[src/design/wto_pkg.sv]
// ----------------------------------------------------------------------------
// wto_pkg
// shared constants, types and the quarter-wave sine table of the wavetable
// oscillator
// ----------------------------------------------------------------------------
package wto_pkg;

    // table and sample rate
    localparam int WAVE_ENTRIES = 1024;
    localparam int SAMPLE_RATE  = 48000;
    localparam int TABLE_BITS   = $clog2(WAVE_ENTRIES + 1) - 1;
    localparam int QTR_BITS     = TABLE_BITS - 2;
    localparam int QUARTER      = 1 << QTR_BITS;

    // field widths
    localparam int PHASE_W    = 32;
    localparam int FREQ_W     = 23;
    localparam int FREQ_FRAC  = 8;
    localparam int AMP_W      = 16;
    localparam int SAMPLE_W   = 16;
    localparam int TVAL_W     = 17;
    localparam int MAG_W      = 16;
    localparam int PADDR_W    = 4;
    localparam int PDATA_W    = 32;

    // shared multiplier
    localparam int MUL_W      = 25;
    localparam int MUL_P_W    = 2 * MUL_W;
    localparam int HALF_W     = 24;
    localparam int PROD_W     = 34;

    // phase increment: floor(freq * 2^24 / SAMPLE_RATE) as (freq * INC_MUL) >> INC_FRAC
    localparam int INC_FRAC   = 32;
    localparam int INC_EXP    = PHASE_W - FREQ_FRAC + INC_FRAC;
    localparam logic [63:0] INC_MUL =
        ((64'd1 << INC_EXP) + 64'(SAMPLE_RATE) - 64'd1) / 64'(SAMPLE_RATE);
    localparam logic [HALF_W-1:0] INC_MUL_LO = INC_MUL[HALF_W-1:0];
    localparam logic [HALF_W-1:0] INC_MUL_HI = INC_MUL[2*HALF_W-1:HALF_W];
    localparam int INC_SUM_W  = 2 * HALF_W + 1;

    // output scaling
    localparam int FRAC_BITS  = 15;
    localparam int RSHIFT_W   = PROD_W - FRAC_BITS;
    localparam logic signed [PROD_W-1:0]   ROUND_BIAS = PROD_W'(1 << (FRAC_BITS - 1));
    localparam logic signed [RSHIFT_W-1:0] SAT_HI     = RSHIFT_W'(32767);
    localparam logic signed [RSHIFT_W-1:0] SAT_LO     = -RSHIFT_W'(32768);
    localparam logic signed [SAMPLE_W-1:0] SAMPLE_MAX = 16'sh7FFF;
    localparam logic signed [SAMPLE_W-1:0] SAMPLE_MIN = 16'sh8000;
    localparam logic signed [TVAL_W-1:0]   TVAL_ONE   = 17'sd32768;
    localparam logic [TABLE_BITS-1:0]      HALF_IDX   = TABLE_BITS'(1) << (TABLE_BITS - 1);

    // reset values
    localparam logic [FREQ_W-1:0] FREQ_RESET = 23'd112640;
    localparam logic [AMP_W-1:0]  AMP_RESET  = 16'd32768;

    // register map
    localparam logic [1:0] REG_WAVEFORM  = 2'd0;
    localparam logic [1:0] REG_BASE_FREQ = 2'd1;
    localparam logic [1:0] REG_BASE_AMP  = 2'd2;

    typedef enum logic [1:0] {
        WAVE_SINE   = 2'd0,
        WAVE_SQUARE = 2'd1,
        WAVE_SAW    = 2'd2
    } wave_t;

    localparam logic [1:0] WAVE_RESERVED = 2'd3;

    typedef enum logic [2:0] {
        ST_IDLE,
        ST_MUL_LO,
        ST_MUL_HI,
        ST_PHASE,
        ST_LOOKUP,
        ST_MUL_AMP,
        ST_ROUND
    } state_t;

    typedef struct packed {
        wave_t             waveform;
        logic              freq_load;
        logic [FREQ_W-1:0] freq;
        logic              amp_load;
        logic [AMP_W-1:0]  amp;
    } cfg_t;

    typedef struct packed {
        logic load_track;
        logic mul_lo;
        logic mul_hi;
        logic step_phase;
        logic lookup;
        logic mul_amp;
        logic out_load;
    } cmd_t;

    // sine series in q30
    localparam longint unsigned Q30_ONE     = 64'd1073741824;
    localparam longint unsigned HALF_PI_Q30 = 64'd1686629713;

    typedef logic [QUARTER-1:0][MAG_W-1:0] sine_rom_t;

    function automatic logic [MAG_W-1:0] sine_mag(input int unsigned k);
        longint unsigned r;
        longint unsigned x;
        longint unsigned x2;
        longint unsigned t;
        longint unsigned s;
        r  = 64'(k) << (16 - TABLE_BITS);
        x  = (r * HALF_PI_Q30) >> 14;
        x2 = (x * x) >> 30;
        t  = Q30_ONE;
        t  = Q30_ONE - ((x2 * t) >> 30) / 64'd110;
        t  = Q30_ONE - ((x2 * t) >> 30) / 64'd72;
        t  = Q30_ONE - ((x2 * t) >> 30) / 64'd42;
        t  = Q30_ONE - ((x2 * t) >> 30) / 64'd20;
        t  = Q30_ONE - ((x2 * t) >> 30) / 64'd6;
        s  = (x * t) >> 30;
        return MAG_W'((s + 64'd16384) >> 15);
    endfunction

    function automatic sine_rom_t build_sine_rom();
        sine_rom_t rom;
        for (int k = 0; k < QUARTER; k++)
        begin
            rom[k] = sine_mag(k);
        end
        return rom;
    endfunction

    localparam sine_rom_t        SINE_ROM  = build_sine_rom();
    localparam logic [MAG_W-1:0] SINE_PEAK = sine_mag(QUARTER);

endpackage

[src/design/wto_regs.sv]
// ----------------------------------------------------------------------------
// wto_regs
// apb register bank: waveform select, base frequency and base amplitude
// ----------------------------------------------------------------------------
module wto_regs (
    input  logic                          clk,
    input  logic                          rst_n,
    input  logic                          psel,
    input  logic                          penable,
    input  logic                          pwrite,
    input  logic [wto_pkg::PADDR_W-1:0]   paddr,
    input  logic [wto_pkg::PDATA_W-1:0]   pwdata,
    output logic [wto_pkg::PDATA_W-1:0]   prdata,
    output logic                          pready,
    output wto_pkg::cfg_t                 cfg
);

    wto_pkg::wave_t                    waveform_reg;
    wto_pkg::wave_t                    waveform_next;
    logic [wto_pkg::FREQ_W-1:0]        base_freq_reg;
    logic [wto_pkg::FREQ_W-1:0]        base_freq_next;
    logic [wto_pkg::AMP_W-1:0]         base_amp_reg;
    logic [wto_pkg::AMP_W-1:0]         base_amp_next;
    logic                              wr_en;
    logic [1:0]                        reg_idx;

    assign pready  = 1'b1;
    assign wr_en   = psel & penable & pwrite;
    assign reg_idx = paddr[3:2];

    always_comb
    begin
        waveform_next  = waveform_reg;
        base_freq_next = base_freq_reg;
        base_amp_next  = base_amp_reg;
        cfg.waveform   = waveform_reg;
        cfg.freq       = pwdata[wto_pkg::FREQ_W-1:0];
        cfg.amp        = pwdata[wto_pkg::AMP_W-1:0];
        cfg.freq_load  = 1'b0;
        cfg.amp_load   = 1'b0;
        if (wr_en)
        begin
            unique case (reg_idx)
                wto_pkg::REG_WAVEFORM:
                begin
                    // reserved code leaves the selection as it was
                    if (pwdata[1:0] != wto_pkg::WAVE_RESERVED)
                    begin
                        waveform_next = wto_pkg::wave_t'(pwdata[1:0]);
                    end
                end
                wto_pkg::REG_BASE_FREQ:
                begin
                    base_freq_next = pwdata[wto_pkg::FREQ_W-1:0];
                    cfg.freq_load  = 1'b1;
                end
                wto_pkg::REG_BASE_AMP:
                begin
                    base_amp_next = pwdata[wto_pkg::AMP_W-1:0];
                    cfg.amp_load  = 1'b1;
                end
                default:
                begin
                    waveform_next = waveform_reg;
                end
            endcase
        end
    end

    always_comb
    begin
        unique case (reg_idx)
            wto_pkg::REG_WAVEFORM:  prdata = {30'd0, waveform_reg};
            wto_pkg::REG_BASE_FREQ: prdata = {9'd0, base_freq_reg};
            wto_pkg::REG_BASE_AMP:  prdata = {16'd0, base_amp_reg};
            default:                prdata = '0;
        endcase
    end

    always_ff @(posedge clk or negedge rst_n)
    begin
        if (!rst_n)
        begin
            waveform_reg  <= wto_pkg::WAVE_SINE;
            base_freq_reg <= wto_pkg::FREQ_RESET;
            base_amp_reg  <= wto_pkg::AMP_RESET;
        end
        else
        begin
            waveform_reg  <= waveform_next;
            base_freq_reg <= base_freq_next;
            base_amp_reg  <= base_amp_next;
        end
    end

endmodule

[src/design/wto_ctrl.sv]
// ----------------------------------------------------------------------------
// wto_ctrl
// sequencer for one tick: increment, phase step, lookup, gain, round
// ----------------------------------------------------------------------------
module wto_ctrl (
    input  logic          clk,
    input  logic          rst_n,
    input  logic          tick_valid,
    output logic          tick_ready,
    output logic          sample_valid,
    input  logic          sample_ready,
    output wto_pkg::cmd_t cmd
);

    wto_pkg::state_t state_reg;
    wto_pkg::state_t state_next;
    logic            out_valid_reg;
    logic            out_valid_next;
    logic            out_free;

    assign out_free = !out_valid_reg || sample_ready;

    always_comb
    begin
        state_next = state_reg;
        unique case (state_reg)
            wto_pkg::ST_IDLE:
            begin
                if (tick_valid)
                begin
                    state_next = wto_pkg::ST_MUL_LO;
                end
            end
            wto_pkg::ST_MUL_LO:  state_next = wto_pkg::ST_MUL_HI;
            wto_pkg::ST_MUL_HI:  state_next = wto_pkg::ST_PHASE;
            wto_pkg::ST_PHASE:   state_next = wto_pkg::ST_LOOKUP;
            wto_pkg::ST_LOOKUP:  state_next = wto_pkg::ST_MUL_AMP;
            wto_pkg::ST_MUL_AMP: state_next = wto_pkg::ST_ROUND;
            wto_pkg::ST_ROUND:
            begin
                if (out_free)
                begin
                    state_next = wto_pkg::ST_IDLE;
                end
            end
            default:             state_next = wto_pkg::ST_IDLE;
        endcase
    end

    always_comb
    begin
        cmd        = '0;
        tick_ready = 1'b0;
        unique case (state_reg)
            wto_pkg::ST_IDLE:
            begin
                tick_ready     = 1'b1;
                cmd.load_track = tick_valid;
            end
            wto_pkg::ST_MUL_LO:  cmd.mul_lo     = 1'b1;
            wto_pkg::ST_MUL_HI:  cmd.mul_hi     = 1'b1;
            wto_pkg::ST_PHASE:   cmd.step_phase = 1'b1;
            wto_pkg::ST_LOOKUP:  cmd.lookup     = 1'b1;
            wto_pkg::ST_MUL_AMP: cmd.mul_amp    = 1'b1;
            wto_pkg::ST_ROUND:   cmd.out_load   = out_free;
            default:             tick_ready     = 1'b0;
        endcase
    end

    always_comb
    begin
        if (cmd.out_load)
        begin
            out_valid_next = 1'b1;
        end
        else if (sample_ready)
        begin
            out_valid_next = 1'b0;
        end
        else
        begin
            out_valid_next = out_valid_reg;
        end
    end

    assign sample_valid = out_valid_reg;

    always_ff @(posedge clk or negedge rst_n)
    begin
        if (!rst_n)
        begin
            state_reg     <= wto_pkg::ST_IDLE;
            out_valid_reg <= 1'b0;
        end
        else
        begin
            state_reg     <= state_next;
            out_valid_reg <= out_valid_next;
        end
    end

endmodule

[src/design/wto_datapath.sv]
// ----------------------------------------------------------------------------
// wto_datapath
// working registers, phase accumulator, waveform lookup, shared multiplier
// and output rounding with saturation
// ----------------------------------------------------------------------------
module wto_datapath (
    input  logic                                clk,
    input  logic                                rst_n,
    input  wto_pkg::cfg_t                       cfg,
    input  wto_pkg::cmd_t                       cmd,
    input  logic                                track_present,
    input  logic [wto_pkg::FREQ_W-1:0]          track_frequency,
    input  logic [wto_pkg::AMP_W-1:0]           track_amplitude,
    output logic signed [wto_pkg::SAMPLE_W-1:0] sample_out
);

    logic [wto_pkg::FREQ_W-1:0]           freq_reg;
    logic [wto_pkg::FREQ_W-1:0]           freq_next;
    logic [wto_pkg::AMP_W-1:0]            amp_reg;
    logic [wto_pkg::AMP_W-1:0]            amp_next;
    logic [wto_pkg::PHASE_W-1:0]          phase_reg;
    logic [wto_pkg::PHASE_W-1:0]          phase_next;
    logic [wto_pkg::HALF_W-1:0]           lo_reg;
    logic [wto_pkg::HALF_W-1:0]           lo_next;
    logic [wto_pkg::PHASE_W-1:0]          inc_reg;
    logic [wto_pkg::PHASE_W-1:0]          inc_next;
    logic signed [wto_pkg::TVAL_W-1:0]    tval_reg;
    logic signed [wto_pkg::TVAL_W-1:0]    tval_next;
    logic signed [wto_pkg::PROD_W-1:0]    prod_reg;
    logic signed [wto_pkg::PROD_W-1:0]    prod_next;
    logic signed [wto_pkg::SAMPLE_W-1:0]  sample_reg;
    logic signed [wto_pkg::SAMPLE_W-1:0]  sample_next;

    logic signed [wto_pkg::MUL_W-1:0]     mul_a;
    logic signed [wto_pkg::MUL_W-1:0]     mul_b;
    logic signed [wto_pkg::MUL_P_W-1:0]   mul_p;
    logic [wto_pkg::INC_SUM_W-1:0]        inc_sum;

    logic [wto_pkg::TABLE_BITS-1:0]       idx;
    logic [1:0]                           quad;
    logic [wto_pkg::QTR_BITS-1:0]         k0;
    logic [wto_pkg::QTR_BITS-1:0]         k_mirror;
    logic [wto_pkg::MAG_W-1:0]            sine_m;
    logic signed [wto_pkg::TVAL_W-1:0]    sine_v;
    logic signed [wto_pkg::TVAL_W-1:0]    square_v;
    logic [wto_pkg::MAG_W-1:0]            saw_u;
    logic signed [wto_pkg::TVAL_W-1:0]    saw_v;
    logic signed [wto_pkg::TVAL_W-1:0]    wave_v;

    logic signed [wto_pkg::PROD_W-1:0]    rsum;
    logic signed [wto_pkg::RSHIFT_W-1:0]  rshift;
    logic signed [wto_pkg::SAMPLE_W-1:0]  sat_v;

    // shared multiplier
    always_comb
    begin
        mul_a = {2'b00, freq_reg};
        mul_b = {1'b0, wto_pkg::INC_MUL_LO};
        if (cmd.mul_hi)
        begin
            mul_b = {1'b0, wto_pkg::INC_MUL_HI};
        end
        if (cmd.mul_amp)
        begin
            mul_a = {{(wto_pkg::MUL_W - wto_pkg::TVAL_W){tval_reg[wto_pkg::TVAL_W-1]}},
                     tval_reg};
            mul_b = {{(wto_pkg::MUL_W - wto_pkg::AMP_W){1'b0}}, amp_reg};
        end
    end

    assign mul_p = mul_a * mul_b;

    // increment from the two partial products
    assign inc_sum = {1'b0, mul_p[2*wto_pkg::HALF_W-1:0]}
                   + {{(wto_pkg::INC_SUM_W - wto_pkg::HALF_W){1'b0}}, lo_reg};

    // waveform lookup
    assign idx      = phase_reg[wto_pkg::PHASE_W-1 -: wto_pkg::TABLE_BITS];
    assign quad     = idx[wto_pkg::TABLE_BITS-1 -: 2];
    assign k0       = idx[wto_pkg::QTR_BITS-1:0];
    assign k_mirror = ~k0 + {{(wto_pkg::QTR_BITS-1){1'b0}}, 1'b1};

    always_comb
    begin
        if (!quad[0])
        begin
            sine_m = wto_pkg::SINE_ROM[k0];
        end
        else if (k0 == '0)
        begin
            sine_m = wto_pkg::SINE_PEAK;
        end
        else
        begin
            sine_m = wto_pkg::SINE_ROM[k_mirror];
        end
    end

    assign sine_v   = quad[1] ? -$signed({1'b0, sine_m}) : $signed({1'b0, sine_m});
    assign square_v = (idx <= wto_pkg::HALF_IDX) ? wto_pkg::TVAL_ONE : -wto_pkg::TVAL_ONE;
    assign saw_u    = wto_pkg::MAG_W'(idx) << (wto_pkg::MAG_W - wto_pkg::TABLE_BITS);
    assign saw_v    = $signed({1'b0, saw_u}) - wto_pkg::TVAL_ONE;

    always_comb
    begin
        case (cfg.waveform)
            wto_pkg::WAVE_SQUARE: wave_v = square_v;
            wto_pkg::WAVE_SAW:    wave_v = saw_v;
            default:              wave_v = sine_v;
        endcase
    end

    // round to nearest, then clamp
    assign rsum   = prod_reg + wto_pkg::ROUND_BIAS;
    assign rshift = rsum[wto_pkg::PROD_W-1:wto_pkg::FRAC_BITS];

    always_comb
    begin
        if (rshift > wto_pkg::SAT_HI)
        begin
            sat_v = wto_pkg::SAMPLE_MAX;
        end
        else if (rshift < wto_pkg::SAT_LO)
        begin
            sat_v = wto_pkg::SAMPLE_MIN;
        end
        else
        begin
            sat_v = rshift[wto_pkg::SAMPLE_W-1:0];
        end
    end

    // next values
    always_comb
    begin
        freq_next = freq_reg;
        amp_next  = amp_reg;
        if (cfg.freq_load)
        begin
            freq_next = cfg.freq;
        end
        else if (cmd.load_track && track_present)
        begin
            freq_next = track_frequency;
        end
        if (cfg.amp_load)
        begin
            amp_next = cfg.amp;
        end
        else if (cmd.load_track && track_present)
        begin
            amp_next = track_amplitude;
        end
    end

    assign phase_next  = cmd.step_phase ? phase_reg + inc_reg : phase_reg;
    assign lo_next     = cmd.mul_lo ? mul_p[2*wto_pkg::HALF_W-1:wto_pkg::HALF_W] : lo_reg;
    assign inc_next    = cmd.mul_hi
                       ? inc_sum[wto_pkg::INC_FRAC - wto_pkg::HALF_W +: wto_pkg::PHASE_W]
                       : inc_reg;
    assign tval_next   = cmd.lookup ? wave_v : tval_reg;
    assign prod_next   = cmd.mul_amp ? mul_p[wto_pkg::PROD_W-1:0] : prod_reg;
    assign sample_next = cmd.out_load ? sat_v : sample_reg;

    assign sample_out = sample_reg;

    always_ff @(posedge clk or negedge rst_n)
    begin
        if (!rst_n)
        begin
            freq_reg  <= wto_pkg::FREQ_RESET;
            amp_reg   <= wto_pkg::AMP_RESET;
            phase_reg <= '0;
        end
        else
        begin
            freq_reg  <= freq_next;
            amp_reg   <= amp_next;
            phase_reg <= phase_next;
        end
    end

    always_ff @(posedge clk)
    begin
        lo_reg     <= lo_next;
        inc_reg    <= inc_next;
        tval_reg   <= tval_next;
        prod_reg   <= prod_next;
        sample_reg <= sample_next;
    end

endmodule

[src/design/wavetable_oscillator_top.sv]
// ----------------------------------------------------------------------------
// wavetable_oscillator_top
// wavetable oscillator: phase accumulator indexing sine, square or saw,
// scaled by a working amplitude, one sample per tick item
//
//   channel   signals                                        direction
//   apb       psel penable pwrite paddr pwdata prdata pready  config in
//   tick      tick_valid tick_ready track_*                  item in
//   sample    sample_valid sample_ready sample_out           item out
//
// tick items are taken one at a time by the sequencer stepping through the
// shared 25x25 multiplier (two increment partial products, then the gain)
// one item in flight; the next is taken while a sample waits in the output
// register, a stalled sample holds only the final rounding step
// reset: phase zero, working frequency 440 hz, amplitude 1.0, sine selected
// ----------------------------------------------------------------------------
module wavetable_oscillator_top (
    input  logic                                clk,
    input  logic                                rst_n,
    input  logic                                psel,
    input  logic                                penable,
    input  logic                                pwrite,
    input  logic [wto_pkg::PADDR_W-1:0]         paddr,
    input  logic [wto_pkg::PDATA_W-1:0]         pwdata,
    output logic [wto_pkg::PDATA_W-1:0]         prdata,
    output logic                                pready,
    input  logic                                tick_valid,
    output logic                                tick_ready,
    input  logic                                track_present,
    input  logic [wto_pkg::FREQ_W-1:0]          track_frequency,
    input  logic [wto_pkg::AMP_W-1:0]           track_amplitude,
    output logic                                sample_valid,
    input  logic                                sample_ready,
    output logic signed [wto_pkg::SAMPLE_W-1:0] sample_out
);

    wto_pkg::cfg_t cfg;
    wto_pkg::cmd_t cmd;

    wto_regs u_regs (
        .clk     (clk),
        .rst_n   (rst_n),
        .psel    (psel),
        .penable (penable),
        .pwrite  (pwrite),
        .paddr   (paddr),
        .pwdata  (pwdata),
        .prdata  (prdata),
        .pready  (pready),
        .cfg     (cfg)
    );

    wto_ctrl u_ctrl (
        .clk          (clk),
        .rst_n        (rst_n),
        .tick_valid   (tick_valid),
        .tick_ready   (tick_ready),
        .sample_valid (sample_valid),
        .sample_ready (sample_ready),
        .cmd          (cmd)
    );

    wto_datapath u_datapath (
        .clk             (clk),
        .rst_n           (rst_n),
        .cfg             (cfg),
        .cmd             (cmd),
        .track_present   (track_present),
        .track_frequency (track_frequency),
        .track_amplitude (track_amplitude),
        .sample_out      (sample_out)
    );

    // a taken tick keeps the input closed while it is worked on
    a_busy_after_accept: assert property (@(posedge clk) disable iff (!rst_n)
        tick_valid && tick_ready |=> !tick_ready)
        else $error("tick taken while previous item in progress");

    // a rising sample valid is traced back to its accepted tick
    a_sample_latency: assert property (@(posedge clk) disable iff (!rst_n)
        $rose(sample_valid) |-> $past(tick_valid && tick_ready, 7))
        else $error("sample appeared without matching tick");

    // no undelivered sample is overwritten
    a_no_overwrite: assert property (@(posedge clk) disable iff (!rst_n)
        cmd.out_load |-> (!sample_valid || sample_ready))
        else $error("output register overwritten before delivery");

endmodule
[config.mk]
export PLATFORM = sky130hd
export DESIGN_NAME = wavetable_oscillator_top
export DESIGN_NICKNAME = d
export VERILOG_FILES = /design/src/design/wto_pkg.sv /design/src/design/wto_regs.sv /design/src/design/wto_ctrl.sv /design/src/design/wto_datapath.sv /design/src/design/wavetable_oscillator_top.sv
export SDC_FILE = /design/constraint.sdc
export NUM_CORES = 2
export LEC_CHECK = 0
export BUFFER_PORTS_ARGS = -buffer_cell sky130_fd_sc_hd__buf_2
export CAP_MARGIN = 5
export CORE_ASPECT_RATIO = 1.75
export CORE_UTILIZATION = 60
export CTS_CLUSTER_SIZE = 14
export DETAILED_ROUTE_END_ITERATION = 7
export GPL_TIMING_DRIVEN = 0
export PLACE_DENSITY = 0.75
export SLEW_MARGIN = 20
export SYNTH_ARGS = -nofsm -noshare
export SYNTH_HDL_FRONTEND = slang
export SYNTH_SLANG_ARGS = --single-unit
[constraint.sdc]
create_clock -name clk -period 26.3 [get_ports clk]
set_input_delay 5.26 -clock clk [delete_from_list [all_inputs] [get_ports clk]]
set_output_delay 5.26 -clock clk [all_outputs]
set_load 0.01 [all_outputs]
==> results_dict.tcl, run 1 <==
set metrics [dict create \
    run_status "aborted with a tool error" \
    grt_pass1_vias 52939 \
    dp_hpwl_um 166000 \
    initial_core_util 0.607 \
    clockBufferDepth 3 \
    htreeDepth 1 \
    async_flop_share 0.516 \
    hold_buffers 0 \
    io_pins 134 \
    tool.error "[ERROR GRT-0116] Global routing finished with congestion. Check the congestion regions in the DRC Viewer." \
    synth_cell_types 104 \
    synth_warnings 0 \
    track_usage 0.803 \
    grt.overflow.total 897 \
    dp_slack_ns 13.60 \
    die_h_um 347 \
    port_buffers 110 \
    ctsResizeCount 0 \
    ys_ff_latch 225 \
    synth-edff-count 109 \
    ys.flop_type "edfxtp_1" \
    avgSynthCellArea_um2 8.42 \
    fp-row-count 126 \
    numCtsBuffers 20 \
    chipWidth_um 199 \
    synth_area_um2 40800 \
    grt_pass1_wl_um 411000 \
    lastStage "global routing (5_1_grt)" \
    seq_area_frac_synth 0.152 \
    syn_inst 4852 \
    gp_congestion 1.22 \
    grt_max_degree 72 \
    postPlaceCellArea_um2 42800 \
    postCtsSetupBuffers 0 \
    numClockSinks 225 \
    root_buffer "clkbuf_16" \
]
## logic make-up after synthesis
group / Yosys count / share of synthesized area
AND/OR/NAND/NOR: 1456 / 0.168
buffers and inverters: 1071 / 0.103
AO/OA/AOI/OAI: 1045 / 0.170
adder cells (fa/ha/maj): 798 / 0.345
flip-flops: 225 / 0.152
XOR/XNOR: 154 / 0.0332
multiplexers: 101 / 0.0292
other: 2 / 0.000184
## cells in the mapped netlist (18+ instances only)
cell type  instances  area, um2
a311oi_1          27        236
nand2b_1          67        419
or3_1             18        113
edfxtp_1         109       3270
a22o_1            18        158
and2_1            41        257
dfrtp_1          104       2600
o31ai_1           32        240
fa_1             548      11000
a31oi_1           44        275
nor2b_1           57        357
nand3_1           92        460
o311ai_0          24        210
a221oi_1          18        158
o21a_1            18        135
nor3_1            78        390
buf_2             70        350
xor2_1            56        490
clkbuf_1         218        818
o21ai_0          259       1300
xnor2_1           97        850
mux2i_1           82        821
nand2_1          398       1490
o211ai_1          50        375
nor2_1           477       1790
and3_1            91        569
o22ai_1           24        150
a21oi_1          232       1160
a211oi_1          55        413
a2111oi_0         18        158
nand4_1           32        200
or2_2             32        200
a21o_1            48        360
o221ai_1          21        184
inv_1            736       2760
ha_1             247       3090
buf_4             18        135
## layer usage
| layer | global-route usage | GRT overflow |
|---|---|---|
| met3 | 0.667 | 22 |
| met1 | 0.780 | 8 |
| met5 | 0.240 | 2 |
| met4 | 0.840 | 302 |
| met2 | 0.967 | 563 |
## stage by stage
| step | utilization | cells | hold slack (ns) |
|---|---|---|---|
| after floorplan | - | 4866 | 0.436 |
| after global placement | 0.632 | 5872 | 0.446 |
| after detailed placement | 0.636 | 5881 | 0.455 |
| after CTS | 0.645 | 5917 | 0.471 |
==> run 2, diff against run 1 <==
CORE_ASPECT_RATIO = default   (was 1.75)
CORE_UTILIZATION = 40   (was 60)
CTS_CLUSTER_SIZE = default   (was 14)
PLACE_DENSITY = default   (was 0.75)
PLACE_DENSITY_LB_ADDON = 0.15   (was default)
==> run 2 against run 1 <==
Effect of this change:
- the run now ends clean
- synthesized area did not move
- synthesized cell count did not move
==> results_dict.tcl, run 2 <==
set metrics [dict create \
    grt_pass1_vias 39341 \
    final_common_cell "inv_1" \
    syn_inst 4852 \
    synth_warnings 0 \
    drt-total-wl_um 205000 \
    root_buffer "clkbuf_16" \
    cp_slowest_cell "mux2i_1" \
    clock-skew-final_ns 0.0273 \
    drc_errors 0 \
    synthTopCellsByCount "inv_1 (736), fa_1 (548), nor2_1 (477)" \
    synth_cell_types 104 \
    track_usage 0.393 \
    drive_gt1_frac 0.0758 \
    critPathRequiredTime_ns 26.62 \
    synth-edff-count 109 \
    dp_hpwl_um 161000 \
    htreeDepth 1 \
    dp.cells 6345 \
    setup_tns_ns 0 \
    num_vias 39679 \
    worst-path-buf-inv 9 \
    fill_cells 10307 \
    die_h_um 322 \
    worst_pin_slew_ns 1.39 \
    ctsResizeCount 0 \
    core_region_area_um2 101000 \
    syn_to_final_growth_pct 8.58 \
    numCtsBuffers 29 \
    clk_pin_slew_worst_paths_ns 0.06 \
    numClockSinks 225 \
    first_pass_iters 6 \
    drv_cap 0 \
    gp_congestion 1.07 \
    ant_nets 0 \
    layout_common_cells "inv_1 (735), fa_1 (547), nor2_1 (475)" \
    synth.most_common_cell "inv_1" \
    run_status "finished, final reports clean" \
    r2r_setup_slack_ns 13.69 \
    yosysTopAreaCell "fa_1" \
    fp-row-count 116 \
    clockBufferDepth 3 \
    worstPathMaxFanout 10 \
    layout.cells.non_filler 6407 \
    nNetsFinal 5897 \
    hp-class "register to register" \
    cts_tree "yes" \
    grt_max_degree 81 \
    critPathKind "register to register" \
    synth_area_leaders "fa_1 (27%), edfxtp_1 (8.0%), ha_1 (7.6%)" \
    viasPerCell 6.19 \
    initialDrtViolationCount 5201 \
    max_slew_margin 0.0741 \
    dieArea_um2 103000 \
    worst_path_largest_cell_delay_ns 0.93 \
    finalHoldViolCount 0 \
    grt_pass1_wl_um 289000 \
    ys.flop_type "edfxtp_1" \
    chipWidth_um 322 \
    antenna_found_initial 14 \
    synth_top_area_frac 0.269 \
    port_buffers 110 \
    crit_arrival_ns 12.93 \
    critPathCaptureType "register" \
    hold_buffers 0 \
    avgSynthCellArea_um2 8.42 \
    period_share 0.480 \
    postCtsSetupBuffers 0 \
    ys_ff_latch 225 \
    io_pins 134 \
    slew_violations 0 \
    cp_top_family "adder cells" \
    clock.fmax_mhz 79.3 \
    fin_crit_ns 12.61 \
    initial_core_util 0.406 \
    rsz0062_at_grt "false" \
    synth_area_um2 40800 \
    avgRoutedWirePerCell_um 31.9 \
    crit_path_start_kind "register" \
    cpMostUsedCell "fa_1" \
    clk_latency_ns 0.60 \
    async_flop_share 0.516 \
    seq_area_frac_synth 0.152 \
    grt.overflow.total 0 \
    final-setup-viol-count 0 \
]
run 2: path summary, 6_finish.rpt:
| check | end | cells after the start | startpoint |
|---|---|---|---|
| max in group asynchronous | u_datapath.freq_reg[16] | 2 | rst_n |
| worst max register to register | u_datapath.inc_reg[31] | 38 | u_ctrl.state_reg[1] |
| worst min-delay path | u_regs.base_freq_reg[13] | 2 | u_regs.base_freq_reg[13] |
| worst min register to register | u_regs.base_freq_reg[13] | 2 | u_regs.base_freq_reg[13] |
| worst max-delay path | u_datapath.inc_reg[31] | 38 | u_ctrl.state_reg[1] |
| min in group asynchronous | u_ctrl.state_reg[2] | 1 | rst_n |
run 2: final cells by class:
type	instances	area (um2)	share of cell area
multi-input cells	3570	30600	0.690
flip-flops and latches	225	6190	0.140
inverters	742	2790	0.0628
clock buffers	39	773	0.0174
plain buffers	329	1440	0.0325
clock inverters	15	124	0.00279
well taps	1357	1700	0.0383
repair buffers	122	718	0.0162
diodes	8	20.0	0.000451
run 2: cell families after synthesis:
logic type	after synthesis	share of synthesized area
xor gates and xnor gates	154	0.0332
adders and majority gates	798	0.345
buffers and inverters	1071	0.103
DFF	225	0.152
AOI/OAI and AO/OA	1045	0.170
muxes	101	0.0292
and+or+nand+nor	1456	0.168
other	2	0.000184
run 2: routing by layer:
metal	share of wire	global-route usage	wire, um	vias to the layer above
met5	0.00033	0	67	-
met4	0.064	0.200	13200	10
met1	0.41	0.530	83700	19730
met3	0.12	0.120	23600	706
met2	0.41	0.568	84100	2672
li1	-	-	-	16561
run 2: per-stage QoR:
| stage | cell area [um2] | hold WS, ns | utilization | setup slack, ns |
|---|---|---|---|---|
| after detailed placement | 43400 | 0.451 | 0.432 | 13.91 |
| after global routing | 44300 | 0.471 | 0.441 | 13.26 |
| after global placement | 43100 | 0.449 | 0.429 | 13.49 |
| final | 44300 | 0.463 | 0.441 | 13.69 |
| after floorplan | 40900 | 0.436 | - | 14.71 |
| after CTS | 44300 | 0.461 | 0.441 | 13.83 |
run 2: tightest hold or removal path, stage by stage, from the launching register on:
cell and delay (ns):
dfstp_2 0.37, nand2_1 0.05, nand2_1 0.05
Power of run 2 is left out: the tool's default activity adds up to more than one toggle a clock period on the data nets, which glitch-free logic cannot reach.
